$ cat config.mk
export PLATFORM = sky130hd
export DESIGN_NAME = lru_key_value_cache
export DESIGN_NICKNAME = d
export VERILOG_FILES = /design/src/rtl/core/lrukv_pkg.sv /design/src/rtl/core/lrukv_ctrl.sv /design/src/rtl/core/lrukv_dp.sv /design/src/rtl/core/lru_key_value_cache.sv
export SDC_FILE = /design/constraint.sdc
export NUM_CORES = 2
export LEC_CHECK = 0
export BUFFER_PORTS_ARGS = -buffer_cell sky130_fd_sc_hd__buf_2
export CELL_PAD_IN_SITES_DETAIL_PLACEMENT = 1
export CELL_PAD_IN_SITES_GLOBAL_PLACEMENT = 1
export CORE_ASPECT_RATIO = 2
export CORE_MARGIN = 2
export CORE_UTILIZATION = 58
export CTS_CLUSTER_DIAMETER = 200
export DETAILED_ROUTE_END_ITERATION = 10
export PLACE_DENSITY = 0.95
export SETUP_SLACK_MARGIN = 0.02
export SLEW_MARGIN = 5
export SYNTH_ARGS = -nofsm -noshare
export SYNTH_HDL_FRONTEND = slang
export SYNTH_SLANG_ARGS = --single-unit
$ cat constraint.sdc
create_clock -name clk -period 15.8 [get_ports clk]
set_input_delay 0.79 -clock clk [delete_from_list [all_inputs] [get_ports clk]]
set_output_delay 0.79 -clock clk [all_outputs]
set_load 0.02 [all_outputs]
$ cat src/rtl/core/lrukv_pkg.sv
package lrukv_pkg;

  localparam int ENTRIES = 16;
  localparam int IDX_W = (ENTRIES > 1) ? $clog2(ENTRIES) : 1;
  localparam int CNT_W = $clog2(ENTRIES + 1);
  localparam int CAP_W = 5;
  localparam int PER_W = 16;
  localparam int KEY_W = 32;
  localparam int VAL_W = 32;
  localparam int CFG_W = 16;

  localparam logic [0:0] REG_CAPACITY = 1'b0;
  localparam logic [0:0] REG_PERIOD   = 1'b1;

  localparam logic FUNC_PUT = 1'b0;
  localparam logic FUNC_GET = 1'b1;

  // Commands from the controller to the datapath.
  typedef struct packed {
    logic capture;  // latch the incoming transaction and compare keys
    logic update;   // apply the put/get and the periodic eviction
  } lrukv_cmd_t;

  // Status from the datapath to the controller.
  typedef struct packed {
    logic is_get;
  } lrukv_stat_t;

endpackage

$ cat src/rtl/core/lrukv_ctrl.sv
module lrukv_ctrl
  import lrukv_pkg::*;
(
  input  logic        clk,
  input  logic        rst,
  input  logic        start,
  output logic        busy,
  output lrukv_cmd_t  cmd,
  input  lrukv_stat_t stat
);

  localparam logic S_IDLE = 1'b0;
  localparam logic S_UPD  = 1'b1;

  logic state;
  logic state_next;

  always_comb begin
    state_next = state;
    cmd = '0;
    case (state)
      S_IDLE: begin
        if (start) begin
          cmd.capture = 1'b1;
          state_next = S_UPD;
        end
      end
      S_UPD: begin
        cmd.update = 1'b1;
        state_next = S_IDLE;
      end
      default: state_next = S_IDLE;
    endcase
  end

  assign busy = (state == S_UPD);

  always_ff @(posedge clk) begin
    if (rst) begin
      state <= S_IDLE;
    end else begin
      state <= state_next;
    end
  end

  a_upd_after_capture: assert property (@(posedge clk) disable iff (rst)
    cmd.capture |=> cmd.update) else $error("update did not follow capture");
  a_no_overlap: assert property (@(posedge clk) disable iff (rst)
    !(cmd.capture && cmd.update)) else $error("capture and update together");
  a_busy_one: assert property (@(posedge clk) disable iff (rst)
    busy |=> !busy) else $error("busy longer than one cycle");
  a_stat_known: assert property (@(posedge clk) disable iff (rst)
    cmd.update |-> !$isunknown(stat.is_get)) else $error("status unknown in update");

endmodule

$ cat src/rtl/core/lrukv_dp.sv
module lrukv_dp
  import lrukv_pkg::*;
(
  input  logic                     clk,
  input  logic                     rst,
  input  lrukv_cmd_t               cmd,
  output lrukv_stat_t              stat,
  input  logic                     func,
  input  logic signed [KEY_W-1:0]  key,
  input  logic signed [VAL_W-1:0]  data_in,
  input  logic                     cfg_we,
  input  logic [0:0]               cfg_index,
  input  logic [CFG_W-1:0]         cfg_data,
  output logic                     done,
  output logic                     found,
  output logic signed [VAL_W-1:0]  read_value
);

  logic [CAP_W-1:0] capacity;
  logic [PER_W-1:0] evict_period;
  logic [PER_W-1:0] item_count;

  logic               valid [ENTRIES];
  logic [KEY_W-1:0]   ekey  [ENTRIES];
  logic [VAL_W-1:0]   evalue[ENTRIES];
  logic [IDX_W-1:0]   rank  [ENTRIES];

  logic               r_func;
  logic [VAL_W-1:0]   r_data;
  logic [KEY_W-1:0]   r_key;
  logic               r_hit;
  logic [IDX_W-1:0]   r_idx;
  logic [CNT_W-1:0]   r_occ;

  assign stat.is_get = r_func;

  // Capture step: parallel compare and occupancy count.
  logic             hit_c;
  logic [IDX_W-1:0] idx_c;
  logic [CNT_W-1:0] occ_c;
  always_comb begin
    hit_c = 1'b0;
    idx_c = '0;
    occ_c = '0;
    for (int i = ENTRIES - 1; i >= 0; i--) begin
      if (valid[i]) begin
        occ_c = occ_c + CNT_W'(1);
        if (ekey[i] == key) begin
          hit_c = 1'b1;
          idx_c = IDX_W'(i);
        end
      end
    end
  end

  // Update step: recency update, insertion and periodic eviction.
  logic [CNT_W-1:0] cap_eff;
  logic             ins_evict;
  logic [IDX_W-1:0] hit_rank;
  logic [IDX_W-1:0] free_idx;
  logic [CNT_W-1:0] occ1;
  logic             per_evict;
  logic [PER_W:0]   cnt_inc;
  logic [PER_W-1:0] per_eff;
  logic             nv   [ENTRIES];
  logic [IDX_W-1:0] nr   [ENTRIES];
  logic [IDX_W-1:0] lru1;
  logic [IDX_W-1:0] lru2;

  always_comb begin
    if (capacity == '0) cap_eff = CNT_W'(1);
    else if (32'(capacity) > ENTRIES) cap_eff = CNT_W'(ENTRIES);
    else cap_eff = CNT_W'(capacity);
    hit_rank = rank[r_idx];
    ins_evict = !r_func && !r_hit && (r_occ >= cap_eff) && (r_occ != '0);
    lru1 = IDX_W'(r_occ - CNT_W'(1));
    per_eff = (evict_period == '0) ? PER_W'(1) : evict_period;
    cnt_inc = {1'b0, item_count} + (PER_W+1)'(1);
    per_evict = cnt_inc >= {1'b0, per_eff};
    // Stage A: eviction by insertion.
    for (int i = 0; i < ENTRIES; i++) begin
      nv[i] = valid[i];
      nr[i] = rank[i];
      if (ins_evict && valid[i] && rank[i] == lru1) begin
        nv[i] = 1'b0;
        nr[i] = '0;
      end
    end
    occ1 = ins_evict ? r_occ - CNT_W'(1) : r_occ;
    free_idx = '0;
    for (int i = ENTRIES - 1; i >= 0; i--) begin
      if (!nv[i]) free_idx = IDX_W'(i);
    end
    // Stage B: touch or insert.
    if (r_hit) begin
      for (int i = 0; i < ENTRIES; i++) begin
        if (nv[i] && rank[i] < hit_rank) nr[i] = rank[i] + IDX_W'(1);
      end
      nr[r_idx] = '0;
    end else if (!r_func && occ1 < CNT_W'(ENTRIES)) begin
      for (int i = 0; i < ENTRIES; i++) begin
        if (nv[i]) nr[i] = nr[i] + IDX_W'(1);
      end
      nv[free_idx] = 1'b1;
      nr[free_idx] = '0;
      occ1 = occ1 + CNT_W'(1);
    end
    // Stage C: periodic eviction.
    lru2 = IDX_W'(occ1 - CNT_W'(1));
    if (per_evict && occ1 != '0) begin
      for (int i = 0; i < ENTRIES; i++) begin
        if (nv[i] && nr[i] == lru2) begin
          nv[i] = 1'b0;
          nr[i] = '0;
        end
      end
    end
  end

  always_ff @(posedge clk) begin
    if (cmd.capture) begin
      r_func <= func;
      r_key  <= key;
      r_data <= data_in;
      r_hit  <= hit_c;
      r_idx  <= idx_c;
      r_occ  <= occ_c;
    end
    if (cmd.update) begin
      if (r_hit) begin
        if (!r_func) evalue[r_idx] <= r_data;
      end else if (!r_func && occ1 != CNT_W'(0)) begin
        ekey[free_idx]   <= r_key;
        evalue[free_idx] <= r_data;
      end
      read_value <= r_hit ? evalue[r_idx] : '1;
      found <= r_hit;
    end
  end

  always_ff @(posedge clk) begin
    if (rst) begin
      capacity <= CAP_W'(ENTRIES);
      evict_period <= '1;
      item_count <= '0;
      done <= 1'b0;
      for (int i = 0; i < ENTRIES; i++) begin
        valid[i] <= 1'b0;
        rank[i] <= '0;
      end
    end else begin
      done <= cmd.update && r_func;
      if (cfg_we) begin
        if (cfg_index == REG_CAPACITY) capacity <= cfg_data[CAP_W-1:0];
        else evict_period <= cfg_data[PER_W-1:0];
      end
      if (cmd.update) begin
        item_count <= per_evict ? '0 : cnt_inc[PER_W-1:0];
        for (int i = 0; i < ENTRIES; i++) begin
          valid[i] <= nv[i];
          rank[i] <= nr[i];
        end
      end
    end
  end

  a_done_only_get: assert property (@(posedge clk) disable iff (rst)
    done |-> $past(cmd.update) && $past(r_func)) else $error("result without get");
  a_miss_value: assert property (@(posedge clk) disable iff (rst)
    (done && !found) |-> read_value == '1) else $error("miss value wrong");
  a_count_bound: assert property (@(posedge clk) disable iff (rst)
    item_count <= 16'hFFFF) else $error("count out of range");

endmodule

$ cat src/rtl/core/lru_key_value_cache.sv
// LRU key/value cache, fully associative over ENTRIES slots.
// A get transaction's result strobes on done, registered by the update step after capture.
// A new transaction is not accepted while busy, which is high in the update step.
// The capture step compares all keys in parallel, the update step updates recency and evicts.
// Reset (synchronous, rst high) empties the table, clears the item count and
// restores capacity 16 and evict_period 65535. The receiver cannot stall results.
module lru_key_value_cache
  import lrukv_pkg::*;
(
  input  logic                    clk,
  input  logic                    rst,
  input  logic                    start,
  output logic                    busy,
  input  logic                    func,
  input  logic signed [KEY_W-1:0] key,
  input  logic signed [VAL_W-1:0] data_in,
  input  logic                    cfg_we,
  input  logic [0:0]              cfg_index,
  input  logic [CFG_W-1:0]        cfg_data,
  output logic                    done,
  output logic                    found,
  output logic signed [VAL_W-1:0] read_value
);

  // The controller sequences capture and update; the datapath holds the table.
  lrukv_cmd_t  cmd;
  lrukv_stat_t stat;

  lrukv_ctrl u_ctrl (
    .clk(clk), .rst(rst), .start(start), .busy(busy), .cmd(cmd), .stat(stat)
  );

  lrukv_dp u_dp (
    .clk(clk), .rst(rst), .cmd(cmd), .stat(stat),
    .func(func), .key(key), .data_in(data_in),
    .cfg_we(cfg_we), .cfg_index(cfg_index), .cfg_data(cfg_data),
    .done(done), .found(found), .read_value(read_value)
  );

endmodule

==> qor.txt, run 1 <==
Avg Inst Size Synth: 14.3 um^2
Clock Path Buffers: 3
largest family of logic cells by synthesized area: XOR/XNOR gates
FP Rows: 167
Synth Area in XOR/XNOR: 0.113
starting density of the core: 0.585
Failed at: global routing
#FFs+latches synth: 1255
Mapped Nets: 4457
post_cts resized: 0
post-synth cell types: 111
sequential fraction of the synthesis area: 0.615
post-DP HPWL: 148 mm
post-synthesis adder-cell area fraction: 0.0248
synth warn: 0
Mapped Area: 0.0606 mm^2
top cell type's share of synthesized area: 0.601
Die Span Y: 461 um
Area contributors post-synth: edfxtp_1 60%, xnor2_1 7.0%, mux4_2 6.7%
main flop type after synthesis: edfxtp_1
gpl congestion: 1.01
Sink Count: 1255
Num CTS Buffers: 103
initial antenna violation count: 67
Log Error: [ERROR GRT-0232] Routing congestion too high. Check the congestion heatmap in the GUI.
Post-synth EDFFs: 1212
port bufs: 120
io pins: 121
# Post-CTS Setup Buffers: 0
GRT Resource Usage Total: 0.599
mux cell area share after synthesis: 0.0755
cts hold-fix bufs: 0
GRT Residual Overflow: 32
Compound-Gate Fraction of Synth Area: 0.0575
synthesized-area fraction occupied by and/or/nand/nor cells: 0.0939
status: aborted with a tool error
largest net degree at the start of global routing: 99
FFs w/ async S/R, synth: 0
chip width: 233 um
Max H-tree Level: 3
post-synth top area cell: edfxtp_1
Clk Tree Root Cell: clkbuf_16
Gate Count Post-Synth: 4251
[cells in the mapped netlist (7+ instances only)]
library cell / n
mux2i_1: 32
o21bai_1: 7
o211ai_1: 20
and3_1: 25
nand3_1: 132
and2_1: 36
a311oi_1: 12
nand2_1: 249
a31oi_1: 31
nor2_1: 198
dfxtp_1: 43
o21a_1: 18
o21ai_0: 84
o21ai_1: 11
o22ai_1: 18
o31ai_1: 17
nor3b_1: 11
xnor3_1: 19
xnor2_1: 486
nor3_1: 87
clkbuf_1: 149
nor4_1: 65
mux2_2: 15
mux4_2: 181
a211oi_1: 31
a22oi_1: 10
and4_1: 8
a21o_1: 21
a21oi_1: 101
xor2_1: 215
nand2b_1: 82
nor2b_1: 24
or3_1: 19
nand4_1: 121
a211o_1: 8
buf_2: 29
o32ai_1: 9
or2_2: 12
ha_1: 120
inv_1: 77
edfxtp_1: 1212
a21boi_0: 7
o2111ai_1: 9
or4_1: 9
buf_1: 42
[cells by family after synthesis]
family                   after synthesis
adder cells (fa/ha/maj)              120
XOR/XNOR                             733
multiplexers                         229
flip-flops                          1255
AO/OA/AOI/OAI                        499
AND/OR/NAND/NOR                     1108
buffers and inverters                307
[metal layers]
metal / global-route usage / GRT overflow
met1: 0.596 / 1
met2: 0.808 / 13
met3: 0.382 / 0
met4: 0.596 / 18
met5: 0.175 / 0
[stage by stage]
step                area, um^2   util  setup WS (ns)  cells  hold WS, ns
detailed placement       63000  0.608           5.41   5599        0.466
global placement         63000  0.608           5.95   5599        0.451
CTS                      66500  0.642           4.49   5788        0.165
floorplan                60600      -           6.82   4251        0.443
==> inputs of run 2 (changes only) <==
Settings changed: CELL_PAD_IN_SITES_DETAIL_PLACEMENT 1 to unset, CELL_PAD_IN_SITES_GLOBAL_PLACEMENT 1 to unset, CORE_ASPECT_RATIO 2 to unset, CORE_UTILIZATION 58 to 40, CTS_CLUSTER_DIAMETER 200 to unset, PLACE_DENSITY 0.95 to unset, PLACE_DENSITY_LB_ADDON set to 0.15, SETUP_SLACK_MARGIN 0.02 to unset.
==> run 2 against run 1 <==
- synthesized area unchanged
- the run now ends clean
- synthesized cell count did not move
==> qor.txt, run 2 <==
Setup WS post-layout: 5.86 ns
Post-synth EDFFs: 1212 (unchanged)
initial antenna violation count: 10
VDD IR-drop max: 0.000224 V
Setup crit start: u_dp.valid[14]
biggest regs: u_dp.ekey (512), u_dp.evalue (512), u_dp.rank (64)
total power: 8.86 mW
io pins: 121 (unchanged)
cts hold-fix bufs: 0 (unchanged)
Non-Filler Instances: 6531
routed length on met3: 12.0 mm
total of max-cap violations: 0
worst min path class: in -> reg
Vias: 37500
Area contributors post-synth: edfxtp_1 60%, xnor2_1 7.0%, mux4_2 6.7%
CP Data Required Time: 16.28 ns
Max H-tree Level: 4 (+1)
leakage power: 22.4 nW
GRT Resource Usage Total: 0.240
main flop type after synthesis: edfxtp_1
Sink Count: 1255 (unchanged)
core region area: 0.150 mm^2
port bufs: 120 (unchanged)
FP Rows: 142 (-15%)
number of global-route vias before repair: 36500
DP Cell Count: 6274 (+12%)
Worst-path clk slew: 0.06 ns
max-slew violations: 0
routed metal-1 wire length: 81.3 mm
largest net degree at the start of global routing: 68
max incr delay on CP: 0.59 ns
# Post-CTS Setup Buffers: 0 (unchanged)
Clock Path Buffers: 3 (unchanged)
Worst-Margin Slew: 1.23 ns
Detail Route Antenna Nets: 0
starting density of the core: 0.404 (-0.181)
Post-synth top cells: 1212 x edfxtp_1, 486 x xnor2_1, 249 x nand2_1
Setup CP Type: reg -> reg
fin crit share: 0.629
synth warn: 0 (unchanged)
initial drt markers: 3671
min Tclk post-route: 9.94 ns
Critical Path Slowest Stage Cell: edfxtp_1
post_cts resized: 0 (unchanged)
Top cell by count, worst path: ha_1
RSZ-0062 raised after global routing: false
top cell type's share of synthesized area: 0.601 (unchanged)
Place WS: 5.94 ns (+0.527 ns)
most instantiated library cell after synthesis: edfxtp_1
Gate Count Post-Synth: 4251 (unchanged)
clock latency on the worst-skew pair: 0.78 ns
Startpoint Class: flop
first-pass GRT wire length: 264 mm
drt first pass iters: 7
post-synth top area cell: edfxtp_1
GRT Residual Overflow: 0
Die Span Y: 393 um (-15%)
most common library cell in the layout ignoring fill and taps: edfxtp_1
total die area: 0.155 mm^2
Critical R2R Launch: u_dp.valid[14]
Num CTS Buffers: 141 (+37%)
Avg Inst Size Synth: 14.3 um^2 (unchanged)
setup TNS: 0 ns
relative slew slack: 0.179
CTS tree: built
crit path DAT: 10.42 ns
Max Clk Rate: 101 MHz
Final Hold Viols: 0
status: complete, no violations
Mapped Nets: 4457 (unchanged)
routed len/inst: 28.3 um
most frequent cells in the layout: 1212 x edfxtp_1, 485 x xnor2_1, 249 x nand2_1
routed vias/inst: 5.74
#FFs+latches synth: 1255 (unchanged)
sequential fraction of the synthesis area: 0.615 (unchanged)
Routed WL: 185 mm
Clk Tree Root Cell: clkbuf_16
FFs w/ async S/R, synth: 0 (unchanged)
post-DP HPWL: 110 mm (-26%)
gpl congestion: 0.896 (-11%)
Area growth syn-to-layout: 12.8%
chip width: 393 um (+69%)
Hold Startpoint: data_in[20]
Pwr Density: 130 mW/mm^2
Mapped Area: 0.0606 mm^2 (unchanged)
share of cells above drive strength 1: 0.159
Final setup viols: 0
top sig layer: met5
Post-route DRC: 0
final setup skew: 0.0555 ns
post-synth cell types: 111 (unchanged)
CP Max Fanout: 12
DR WL met2: 85.8 mm
Fillers: 13300
Worst setup EP type: flop
layout net count: 4607
-- run 2: cell counts after synthesis --
Identical to the previous run, type by type.
-- run 2: final timing paths --
kind,endpoint,slack [ns],cells past startpoint
setup / recovery,u_dp.r_occ[4],5.86,43
hold / removal,u_dp.r_data[20],0.20,1
hold reg to reg,u_dp.item_count[7],0.47,2
setup reg to reg,u_dp.r_occ[4],5.86,43
-- run 2: power breakdown --
| group | switching (mW) | internal, mW | total, mW |
|---|---|---|---|
| Combinational | 1.16 | 0.718 | 1.88 |
| Sequential | 0.115 | 3.72 | 3.83 |
| Clock | 1.36 | 1.79 | 3.15 |
| Total | 2.64 | 6.22 | 8.86 |
-- run 2: cells by family (layout without fill, tap and decap cells) --
kind of cell | count (synthesis) | after routing | synth area share
flip-flops | 1255 | 1255 | 0.615
AO/OA/AOI/OAI | 499 | 499 | 0.0575
buffers and inverters | 307 | 570 | 0.0202
multiplexers | 229 | 229 | 0.0755
XOR/XNOR | 733 | 733 | 0.113
AND/OR/NAND/NOR | 1108 | 1108 | 0.0939
adder cells (fa/ha/maj) | 120 | 120 | 0.0248
other | 0 | 1 | 0
-- run 2: worst max-delay path, delay by kind of cell, from the launching register on --
kind | cells | cell delay (ns)
AO/OA/AOI/OAI | 9 | 1.50
AND/OR/NAND/NOR | 9 | 0.90
flip-flops | 1 | 0.59
buffers and inverters | 3 | 0.41
XOR/XNOR | 2 | 0.31
multiplexers | 6 | 1.50
adder cells (fa/ha/maj) | 14 | 4.45
-- run 2: layout make-up --
| class | instances | area, um^2 | area share |
|---|---|---|---|
| repair buffers | 234 | 1460 | 0.0213 |
| flip-flops and latches | 1255 | 37300 | 0.545 |
| inverters | 80 | 304 | 0.00445 |
| diodes | 1 | 2.50 | 0.0000366 |
| multi-input cells | 2689 | 22400 | 0.327 |
| clock buffers | 177 | 3730 | 0.0545 |
| well taps | 2016 | 2520 | 0.0369 |
| clock inverters | 79 | 712 | 0.0104 |
-- run 2: layer usage --
layer / vias up / track usage
li1: 16500 / -
met1: 19300 / 0.338
met2: 1441 / 0.381
met3: 293 / 0.0367
met4: 2 / 0.0752
met5: - / 0
-- run 2: metrics by stage --
stage | instance area, um^2 | util | hold slack [ns]
after floorplan | 60600 | - | 0.443
final | 68400 | 0.455 | 0.195
after CTS | 68400 | 0.455 | 0.122
after detailed placement | 63900 | 0.426 | 0.463
after global routing | 68400 | 0.455 | 0.154
after global placement | 63900 | 0.426 | 0.456
Power figures use the tool's default switching activity.
